==> src/rtl/btp_pkg.sv <==
// Shared types and constants for the bounce trajectory predictor.
// No dependencies; the controller, datapath, top level and bench import this package.
package btp_pkg;

  localparam int MaxPoints  = 64;
  localparam int ResultCap  = 64;
  // points per run: never more than the result limit nor fewer than two
  localparam int PointLimit = (MaxPoints > ResultCap) ? ResultCap :
                              ((MaxPoints < 2) ? 2 : MaxPoints);
  localparam int PointW     = (PointLimit > 2) ? $clog2(PointLimit) : 1;
  localparam int ProdW      = 11 + PointW;
  // internal x: wide enough for any run of reflections within the limit
  localparam int XW         = 20;

  typedef logic [0:0] cfg_index_t;
  localparam cfg_index_t RegLeftBorder  = 1'b0;
  localparam cfg_index_t RegRightBorder = 1'b1;

  localparam logic signed [10:0] LeftBorderReset  = -11'sd120;
  localparam logic        [9:0]  RightBorderReset = 10'd120;

  typedef enum logic [1:0] {
    StComplete  = 2'd0,
    StNoDescent = 2'd1,
    StTruncated = 2'd2
  } run_status_t;

  typedef enum logic [1:0] {
    CtlIdle,
    CtlPrep,
    CtlClassify,
    CtlEmit
  } ctl_state_t;

  typedef struct packed {
    logic capture;   // latch the input item
    logic prep;      // step sizes, direction, start point
    logic classify;  // run status
    logic load;      // load the next point into the output register
  } btp_cmd_t;

  typedef struct packed {
    logic point_last;  // the point being loaded ends the run
  } btp_sts_t;

endpackage

==> src/rtl/btp_in_if.sv <==
// Input channel: one pair of observed puck positions.
// Depends on nothing.
interface btp_in_if;
  logic               valid;
  logic               ready;
  logic signed [10:0] first_x;
  logic signed [10:0] first_y;
  logic signed [10:0] second_x;
  logic signed [10:0] second_y;

  modport source (output valid, first_x, first_y, second_x, second_y, input ready);
  modport sink   (input valid, first_x, first_y, second_x, second_y, output ready);
endinterface

==> src/rtl/btp_out_if.sv <==
// Output channel: one path point per transfer.
// Depends on nothing.
interface btp_out_if;
  logic               valid;
  logic               ready;
  logic signed [12:0] point_x;
  logic signed [10:0] point_y;
  logic        [5:0]  point_number;
  logic               last_point;
  logic        [1:0]  run_status;

  modport source (output valid, point_x, point_y, point_number, last_point, run_status,
                  input ready);
  modport sink   (input valid, point_x, point_y, point_number, last_point, run_status,
                  output ready);
endinterface

==> src/rtl/btp_ctrl.sv <==
// Controller: sequences capture, set-up, classification and point emission.
// Depends on btp_pkg.
module btp_ctrl (
  input  logic              clk,
  input  logic              rst,
  input  logic              in_valid,
  output logic              in_ready,
  output logic              out_valid,
  input  logic              out_ready,
  output btp_pkg::btp_cmd_t cmd,
  input  btp_pkg::btp_sts_t sts
);
  import btp_pkg::*;

  ctl_state_t state, state_next;
  logic       out_valid_next;
  logic       can_load;

  always_ff @(posedge clk) begin
    if (rst) begin
      state     <= CtlIdle;
      out_valid <= 1'b0;
    end else begin
      state     <= state_next;
      out_valid <= out_valid_next;
    end
  end

  // output register is free when empty or being transferred this cycle
  assign can_load = !out_valid || out_ready;

  always_comb begin
    state_next = state;
    cmd        = '0;
    in_ready   = 1'b0;
    unique case (state)
      CtlIdle: begin
        in_ready = 1'b1;
        if (in_valid) begin
          cmd.capture = 1'b1;
          state_next  = CtlPrep;
        end
      end
      CtlPrep: begin
        cmd.prep   = 1'b1;
        state_next = CtlClassify;
      end
      CtlClassify: begin
        cmd.classify = 1'b1;
        state_next   = CtlEmit;
      end
      CtlEmit: begin
        if (can_load) begin
          cmd.load = 1'b1;
          if (sts.point_last) state_next = CtlIdle;
        end
      end
      default: state_next = CtlIdle;
    endcase
    out_valid_next = cmd.load ? 1'b1 : (out_valid && !out_ready);
  end

endmodule

==> src/rtl/btp_datapath.sv <==
// Datapath: wall registers, step sizes, run status, x/y stepping with
// reflection, and the output point register. Depends on btp_pkg.
module btp_datapath (
  input  logic                clk,
  input  logic                rst,
  input  btp_pkg::btp_cmd_t   cmd,
  output btp_pkg::btp_sts_t   sts,
  input  logic                cfg_write,
  input  btp_pkg::cfg_index_t cfg_index,
  input  logic [10:0]         cfg_data,
  input  logic signed [10:0]  first_x,
  input  logic signed [10:0]  first_y,
  input  logic signed [10:0]  second_x,
  input  logic signed [10:0]  second_y,
  output logic signed [12:0]  point_x,
  output logic signed [10:0]  point_y,
  output logic [5:0]          point_number,
  output logic                last_point,
  output logic [1:0]          run_status
);
  import btp_pkg::*;

  logic signed [10:0]    left_border;
  logic        [9:0]     right_border;
  logic signed [10:0]    x1, y1, x2, y2;
  logic        [10:0]    dx, dy;
  logic                  dir_right;
  logic signed [XW-1:0]  x_pos;
  logic signed [11:0]    y_pos;
  run_status_t           status;
  logic [PointW-1:0]     k;

  logic signed [11:0]    diff_x, diff_y;
  logic        [ProdW-1:0] prod;
  logic                  y2_pos;
  run_status_t           status_next;
  logic signed [XW-1:0]  dx_ext, rb_ext, lb_ext, x_try, x_new;
  logic                  dir_next;
  logic signed [11:0]    y_new;
  logic                  last_lim, seed_last, step_last;
  logic signed [12:0]    x_sat;

  // ---- configuration ----
  always_ff @(posedge clk) begin
    if (rst) begin
      left_border  <= LeftBorderReset;
      right_border <= RightBorderReset;
    end else if (cfg_write) begin
      unique case (cfg_index)
        RegLeftBorder:  left_border  <= $signed(cfg_data);
        RegRightBorder: right_border <= cfg_data[9:0];
        default: ;
      endcase
    end
  end

  // ---- set-up ----
  // taken from the captured item; the input ports are free once it is latched
  assign diff_x = {x2[10], x2} - {x1[10], x1};
  assign diff_y = {y2[10], y2} - {y1[10], y1};

  assign y2_pos = !y2[10] && (|y2[9:0]);
  assign prod   = ProdW'(dy) * ProdW'(PointLimit - 1);

  always_comb begin
    if (y2_pos && dy == '0)                      status_next = StNoDescent;
    else if (y2_pos && ProdW'(y2[9:0]) >= prod)  status_next = StTruncated;
    else                                         status_next = StComplete;
  end

  // ---- one prediction step ----
  assign dx_ext = $signed({{(XW-11){1'b0}}, dx});
  assign rb_ext = $signed({{(XW-10){1'b0}}, right_border});
  assign lb_ext = {{(XW-11){left_border[10]}}, left_border};

  always_comb begin
    dir_next = dir_right;
    if (dir_right) begin
      x_try = x_pos + dx_ext;
      x_new = x_try;
      if (x_try >= rb_ext) begin
        x_new    = (rb_ext <<< 1) - x_try;
        dir_next = 1'b0;
      end
    end else begin
      x_try = x_pos - dx_ext;
      x_new = x_try;
      if (x_try <= lb_ext) begin
        x_new    = (lb_ext <<< 1) - x_try;
        dir_next = 1'b1;
      end
    end
  end

  assign y_new = y_pos - $signed({1'b0, dy});

  always_comb begin
    if (x_new > XW'(4095))       x_sat = 13'sd4095;
    else if (x_new < -XW'(4096)) x_sat = -13'sd4096;
    else                         x_sat = x_new[12:0];
  end

  // ---- end-of-run detection ----
  assign last_lim  = (k == PointW'(PointLimit - 1));
  assign seed_last = last_lim || (status == StNoDescent) || !y2_pos ||
                     ($signed({1'b0, y2}) < $signed({1'b0, dy}));
  assign step_last = last_lim || ($signed({y_new[11], y_new}) < $signed({2'b00, dy}));

  always_comb begin
    if (k == PointW'(0))      sts.point_last = last_lim;
    else if (k == PointW'(1)) sts.point_last = seed_last;
    else                      sts.point_last = step_last;
  end

  // ---- working registers ----
  always_ff @(posedge clk) begin
    if (cmd.capture) begin
      x1 <= first_x;
      y1 <= first_y;
      x2 <= second_x;
      y2 <= second_y;
    end
    if (cmd.prep) begin
      dir_right <= !diff_x[11];
      dx        <= diff_x[11] ? 11'(-diff_x) : diff_x[10:0];
      dy        <= diff_y[11] ? 11'(-diff_y) : diff_y[10:0];
      x_pos     <= {{(XW-11){x2[10]}}, x2};
      y_pos     <= {y2[10], y2};
      k         <= '0;
    end
    if (cmd.classify) status <= status_next;
    if (cmd.load) begin
      k            <= k + PointW'(1);
      point_number <= 6'(k);
      last_point   <= sts.point_last;
      run_status   <= status;
      if (k == PointW'(0)) begin
        point_x <= {{2{x1[10]}}, x1};
        point_y <= y1;
      end else if (k == PointW'(1)) begin
        point_x <= {{2{x2[10]}}, x2};
        point_y <= y2;
      end else begin
        point_x   <= x_sat;
        point_y   <= y_new[10:0];
        x_pos     <= x_new;
        y_pos     <= y_new;
        dir_right <= dir_next;
      end
    end
  end

endmodule

==> src/rtl/bounce_trajectory_predictor.sv <==
// Bounce trajectory predictor, top level: controller plus datapath.
// Depends on btp_pkg, btp_in_if, btp_out_if, btp_ctrl, btp_datapath.
//
//  port       kind          transfer carries
//  observe    valid/ready   first_x, first_y, second_x, second_y
//  path       valid/ready   point_x, point_y, point_number, last_point, run_status
//  cfg_*      write only    left_border (index 0), right_border (index 1)
//
// Each item goes through set-up (capture, step sizes, status), then one point per
// cycle from the output register while path is not stalled, 2 to 64 points a run.
// A new item is taken in the cycle after the last point of the run is loaded,
// while that point still waits. A stall on path holds the run point by point.
// Synchronous active-high reset clears the controller and restores the walls.
module bounce_trajectory_predictor (
  input  logic                clk,
  input  logic                rst,
  btp_in_if.sink              observe,
  btp_out_if.source           path,
  input  logic                cfg_write,
  input  btp_pkg::cfg_index_t cfg_index,
  input  logic [10:0]         cfg_data
);
  import btp_pkg::*;

  btp_cmd_t cmd;
  btp_sts_t sts;

  btp_ctrl u_ctrl (
    .clk       (clk),
    .rst       (rst),
    .in_valid  (observe.valid),
    .in_ready  (observe.ready),
    .out_valid (path.valid),
    .out_ready (path.ready),
    .cmd       (cmd),
    .sts       (sts)
  );

  btp_datapath u_datapath (
    .clk          (clk),
    .rst          (rst),
    .cmd          (cmd),
    .sts          (sts),
    .cfg_write    (cfg_write),
    .cfg_index    (cfg_index),
    .cfg_data     (cfg_data),
    .first_x      (observe.first_x),
    .first_y      (observe.first_y),
    .second_x     (observe.second_x),
    .second_y     (observe.second_y),
    .point_x      (path.point_x),
    .point_y      (path.point_y),
    .point_number (path.point_number),
    .last_point   (path.last_point),
    .run_status   (path.run_status)
  );

endmodule

==> src/flat_wrapper.sv <==
// flat-port wrapper written by rule: the top's interface ports become plain ports
module bounce_trajectory_predictor_flat import btp_pkg::*;
  (clk, rst, cfg_write, cfg_index, cfg_data, observe_valid, observe_first_x, observe_first_y, observe_second_x, observe_second_y, observe_ready, path_valid, path_point_x, path_point_y, path_point_number, path_last_point, path_run_status, path_ready);
  btp_in_if observe_i ();
  btp_out_if path_i ();
  input  logic clk;
  input  logic rst;
  input  logic cfg_write;
  input  btp_pkg::cfg_index_t cfg_index;
  input  logic [10:0] cfg_data;
  input wire logic [$bits(observe_i.valid)-1:0] observe_valid;
  input wire logic [$bits(observe_i.first_x)-1:0] observe_first_x;
  input wire logic [$bits(observe_i.first_y)-1:0] observe_first_y;
  input wire logic [$bits(observe_i.second_x)-1:0] observe_second_x;
  input wire logic [$bits(observe_i.second_y)-1:0] observe_second_y;
  output wire logic [$bits(observe_i.ready)-1:0] observe_ready;
  output wire logic [$bits(path_i.valid)-1:0] path_valid;
  output wire logic [$bits(path_i.point_x)-1:0] path_point_x;
  output wire logic [$bits(path_i.point_y)-1:0] path_point_y;
  output wire logic [$bits(path_i.point_number)-1:0] path_point_number;
  output wire logic [$bits(path_i.last_point)-1:0] path_last_point;
  output wire logic [$bits(path_i.run_status)-1:0] path_run_status;
  input wire logic [$bits(path_i.ready)-1:0] path_ready;
  assign observe_i.valid = observe_valid;
  assign observe_i.first_x = observe_first_x;
  assign observe_i.first_y = observe_first_y;
  assign observe_i.second_x = observe_second_x;
  assign observe_i.second_y = observe_second_y;
  assign observe_ready = observe_i.ready;
  assign path_valid = path_i.valid;
  assign path_point_x = path_i.point_x;
  assign path_point_y = path_i.point_y;
  assign path_point_number = path_i.point_number;
  assign path_last_point = path_i.last_point;
  assign path_run_status = path_i.run_status;
  assign path_i.ready = path_ready;
  bounce_trajectory_predictor u_core (.clk(clk), .rst(rst), .observe(observe_i), .path(path_i), .cfg_write(cfg_write), .cfg_index(cfg_index), .cfg_data(cfg_data));
endmodule
==> config.mk <==
export PLATFORM = sky130hd
export DESIGN_NAME = bounce_trajectory_predictor_flat
export DESIGN_NICKNAME = d
export VERILOG_FILES = /design/src/rtl/btp_pkg.sv /design/src/rtl/btp_in_if.sv /design/src/rtl/btp_out_if.sv /design/src/rtl/btp_ctrl.sv /design/src/rtl/btp_datapath.sv /design/src/rtl/bounce_trajectory_predictor.sv /design/src/flat_wrapper.sv
export SDC_FILE = /design/constraint.sdc
export NUM_CORES = 1
export LEC_CHECK = 0
export BUFFER_PORTS_ARGS = -buffer_cell sky130_fd_sc_hd__buf_2
export CAP_MARGIN = 20
export CORE_MARGIN = 3
export CORE_UTILIZATION = 60
export DETAILED_ROUTE_END_ITERATION = 8
export HOLD_SLACK_MARGIN = 0.1
export PLACE_DENSITY = 0.88
export SLEW_MARGIN = 10
export SYNTH_ARGS = -nofsm -noshare
export SYNTH_HDL_FRONTEND = slang
export SYNTH_HIERARCHICAL = 1
export SYNTH_SLANG_ARGS = --single-unit
==> constraint.sdc <==
create_clock -name clk -period 8.1 [get_ports clk]
set_input_delay 0.405 -clock clk [delete_from_list [all_inputs] [get_ports clk]]
set_output_delay 0.405 -clock clk [all_outputs]
set_load 0.05 [all_outputs]
==> results.cfg <==
[run_status]
outcome = finished, final reports clean

[synth]
synth_xor_xnor_area_share = 0.0570
fraction_of_the_mapped_netlist_area_in_compound_gates = 0.215
synth_area_per_cell_sq_um = 8.82
netlist_instances = 1690
synth_edf_count = 107
synth_seq_cells = 164
adder_cell_area_share_of_the_yosys_netlist = 0.201
synth_top_family_by_area = compound AO/OA/AOI/OAI gates
synth-async-reset-ratio = 0
synth.top_cell.area_share = 0.215
synth_top_cells_by_count = inv_1 (192), ha_1 (183), nand2_1 (138), a21oi_1 (118), o21ai_0 (115)
postSynthNetCount = 1969
top_cell_type_by_total_area_after_synthesis = edfxtp_1
synth_cell_types = 85
ys_seq_area_frac = 0.292
mux_share_of_post_synthesis_cell_area = 0.0250
yosys.cell_count.top_type = inv_1
synth_warnings = 6
synth.area.top_cells = edfxtp_1 (22%), ha_1 (15%), dfxtp_1 (7.7%)
synthSimpleGateAreaFrac = 0.148
synth.cell_area_sq_mm = 0.0149
ys_dominant_reg_cell = edfxtp_1

[routing]
avgRoutedWirePerCell_um = 19.2
postRouteWirelength_um = 40400
routed-via-count = 13200
residual_drc_count = 0
drt.antenna.violating_nets = 0
viasPerCell = 6.27
detailedRoute.firstPassIterationCount = 6
drt_iter0_markers = 1258

[final_layout]
final_core_util = 0.667
fillerInstances = 1905
syn2layout_area_growth_pct = 9.17
num_antenna_cells = 0
drive_gt1_frac = 0.0985
nets = 2043

[setup_path]
worst_setup_path_start_kind = flip-flop
cp_data_required_time_ps = 8240
setup.worst_path.end_class = flip-flop
critical_path_class = flip-flop to flip-flop
max_fo_critical_path = 22
worstPathArrival_ps = 7120

[global_routing]
vias_in_the_first_global_route = 12500
antenna_found_initial = 0
globalRouteTotalUtil = 0.301
global_route_wire_length_before_repair_um = 64300
maximum_number_of_pins_on_one_net_before_global_route_repair = 68
grt-ovfl-total = 0

[placed_design]
globalplace.congestion = 0.986
io_buffer_count = 95
total_half_perimeter_wirelength_after_legalization_and_detailed_placement_um = 30300
worst_slack_at_placement_ps = 1410

[clock_tree]
cts-buffers-inserted = 17
tritoncts = built
clock_tree.buffer_depth = 2
cts_resized = 0
cts.sink_count = 164
cts.root.buffer_cell = clkbuf_16
clk_transition_reported_paths_ps = 80
cts_htree_levels = 4
clock_latency_ps = 440
cts_post_setup_buffers_inserted = 0
ctsHoldBuffers = 0

[timing]
final.period_utilization = 0.862
setup_viol = 0
fmax_ghz = 0.143
worst_slew_pin_slew_ps = 1070
post-route-min-period_ps = 6980
fin_setup_tns_ps = 0
final_hold_viol_count = 0
rsz0062_at_grt = false
final.setup.worst_slack_ps = 1120
clock_skew_ps = 21.5
timing.final.max_slew_violations = 0
relSlewSlack = 0.282

[floorplan]
floorplan.die.width_um = 164
placementRows = 57
coreArea_sq_mm = 0.0244
chipHeight_um = 164
die_area_sq_mm = 0.0268
start_util = 0.611
pin_count = 96

[hold_path]
timing.hold.worst.class = primary input to flip-flop

[job]
maxCapViolations = 0
-- state kept, by name, indices dropped and copies added (netlist names), 6 cells and up --
name and count:
u_core/u_datapath/dy 11, u_core/u_datapath/x_pos 20, u_core/u_datapath/x2 11, u_core/u_datapath/y_pos 12, u_core/u_datapath/k 6, u_core/u_datapath/dx 11, u_core/u_datapath/y1 11, u_core/u_datapath/point_x 13
u_core/u_datapath/x1 11, u_core/u_datapath/y2 11, u_core/u_datapath/point_number 6, u_core/u_datapath/right_border 10, u_core/u_datapath/point_y 11, u_core/u_datapath/left_border 11
-- worst paths after layout --
| check | from | depth (start not counted) | slack [ps] | end |
|---|---|---|---|---|
| worst min-delay path | observe_second_y[0] | 1 | 130 | u_core/u_datapath/y2[0] |
| worst min register to register | u_core/u_datapath/status[1] | 0 | 450 | u_core/u_datapath/run_status[1] |
| worst max register to register | u_core/u_datapath/dx[0] | 21 | 1120 | u_core/u_datapath/point_x[10] |
| worst max-delay path | u_core/u_datapath/dx[0] | 21 | 1120 | u_core/u_datapath/point_x[10] |
-- per-stage QoR --
stage / area, sq um / hold slack, ps / instances
floorplan: 14900 / 417 / 1690
global placement: 15700 / 433 / 2069
detailed placement: 15700 / 439 / 2069
CTS: 16300 / 125 / 2101
global route: 16300 / 118 / 2101
finish: 16300 / 132 / 2101
-- cell type report --
class | instances | area, sq um | area share
Multi-Input combinational cell | 1283 | 9640 | 0.592
Inverter | 192 | 721 | 0.0443
Tap cell | 324 | 405 | 0.0249
Timing Repair Buffer | 106 | 558 | 0.0343
Sequential cell | 164 | 4350 | 0.267
Clock inverter | 14 | 163 | 0.00999
Clock buffer | 18 | 439 | 0.0270
-- routing by layer --
metal	global-route usage	wire length (um)	up-vias
met5	0	0	-
met3	0.0451	3830	93
met4	0.101	1140	0
met1	0.421	17400	6194
li1	-	-	6205
met2	0.479	18000	690
-- worst max-delay path: stages, from the launching register on --
cell	delay, ps
edfxtp_1	370
ha_1	180
inv_1	60
fa_1	420
a211oi_1	340
o21ai_0	250
a21o_1	270
or3_1	330
xnor2_1	230
inv_1	120
ha_1	430
nand4_1	230
nor4_1	370
a21bo_2	270
and3_1	170
a211o_1	450
buf_4	310
nand2_1	90
o211ai_1	100
a2bb2oi_1	620
a21boi_1	830
o311ai_0	250
-- layout by cell type, fill, tap and decap left out, types with 8 or more instances in the layout --
cell and n:
nand3b_1 8, nor3_1 29, o211ai_1 15, or2_2 13
nand2b_1 35, a21oi_1 118, o21a_1 23, o211a_1 8
nor2_1 104, nand2_1 138, clkbuf_16 17, a2111oi_0 11
a211oi_1 23, or3_1 9, a211o_1 15, buf_2 95
xnor2_1 75, fa_1 35, a21o_1 35, inv_1 192
nand4_1 10, and3_1 15, mux2i_1 35, nor2b_1 22
dfxtp_1 57, edfxtp_1 107, o21ai_0 115, buf_4 11
a21boi_0 8, and2_1 15, nand3_1 19, xor2_1 22
a31oi_1 18, ha_1 182, o22ai_1 20
-- kinds of logic (layout without fill, tap and decap cells) --
logic type | Yosys count | after routing
compound gates | 484 | 484
buf+inv | 243 | 330
fa+ha+maj | 218 | 218
flops | 164 | 164
xor+xnor | 97 | 97
mux | 37 | 37
simple gates | 447 | 447
Power is left out: the tool's default activity adds up to more than one toggle a clock period on the data nets, which glitch-free logic cannot reach.
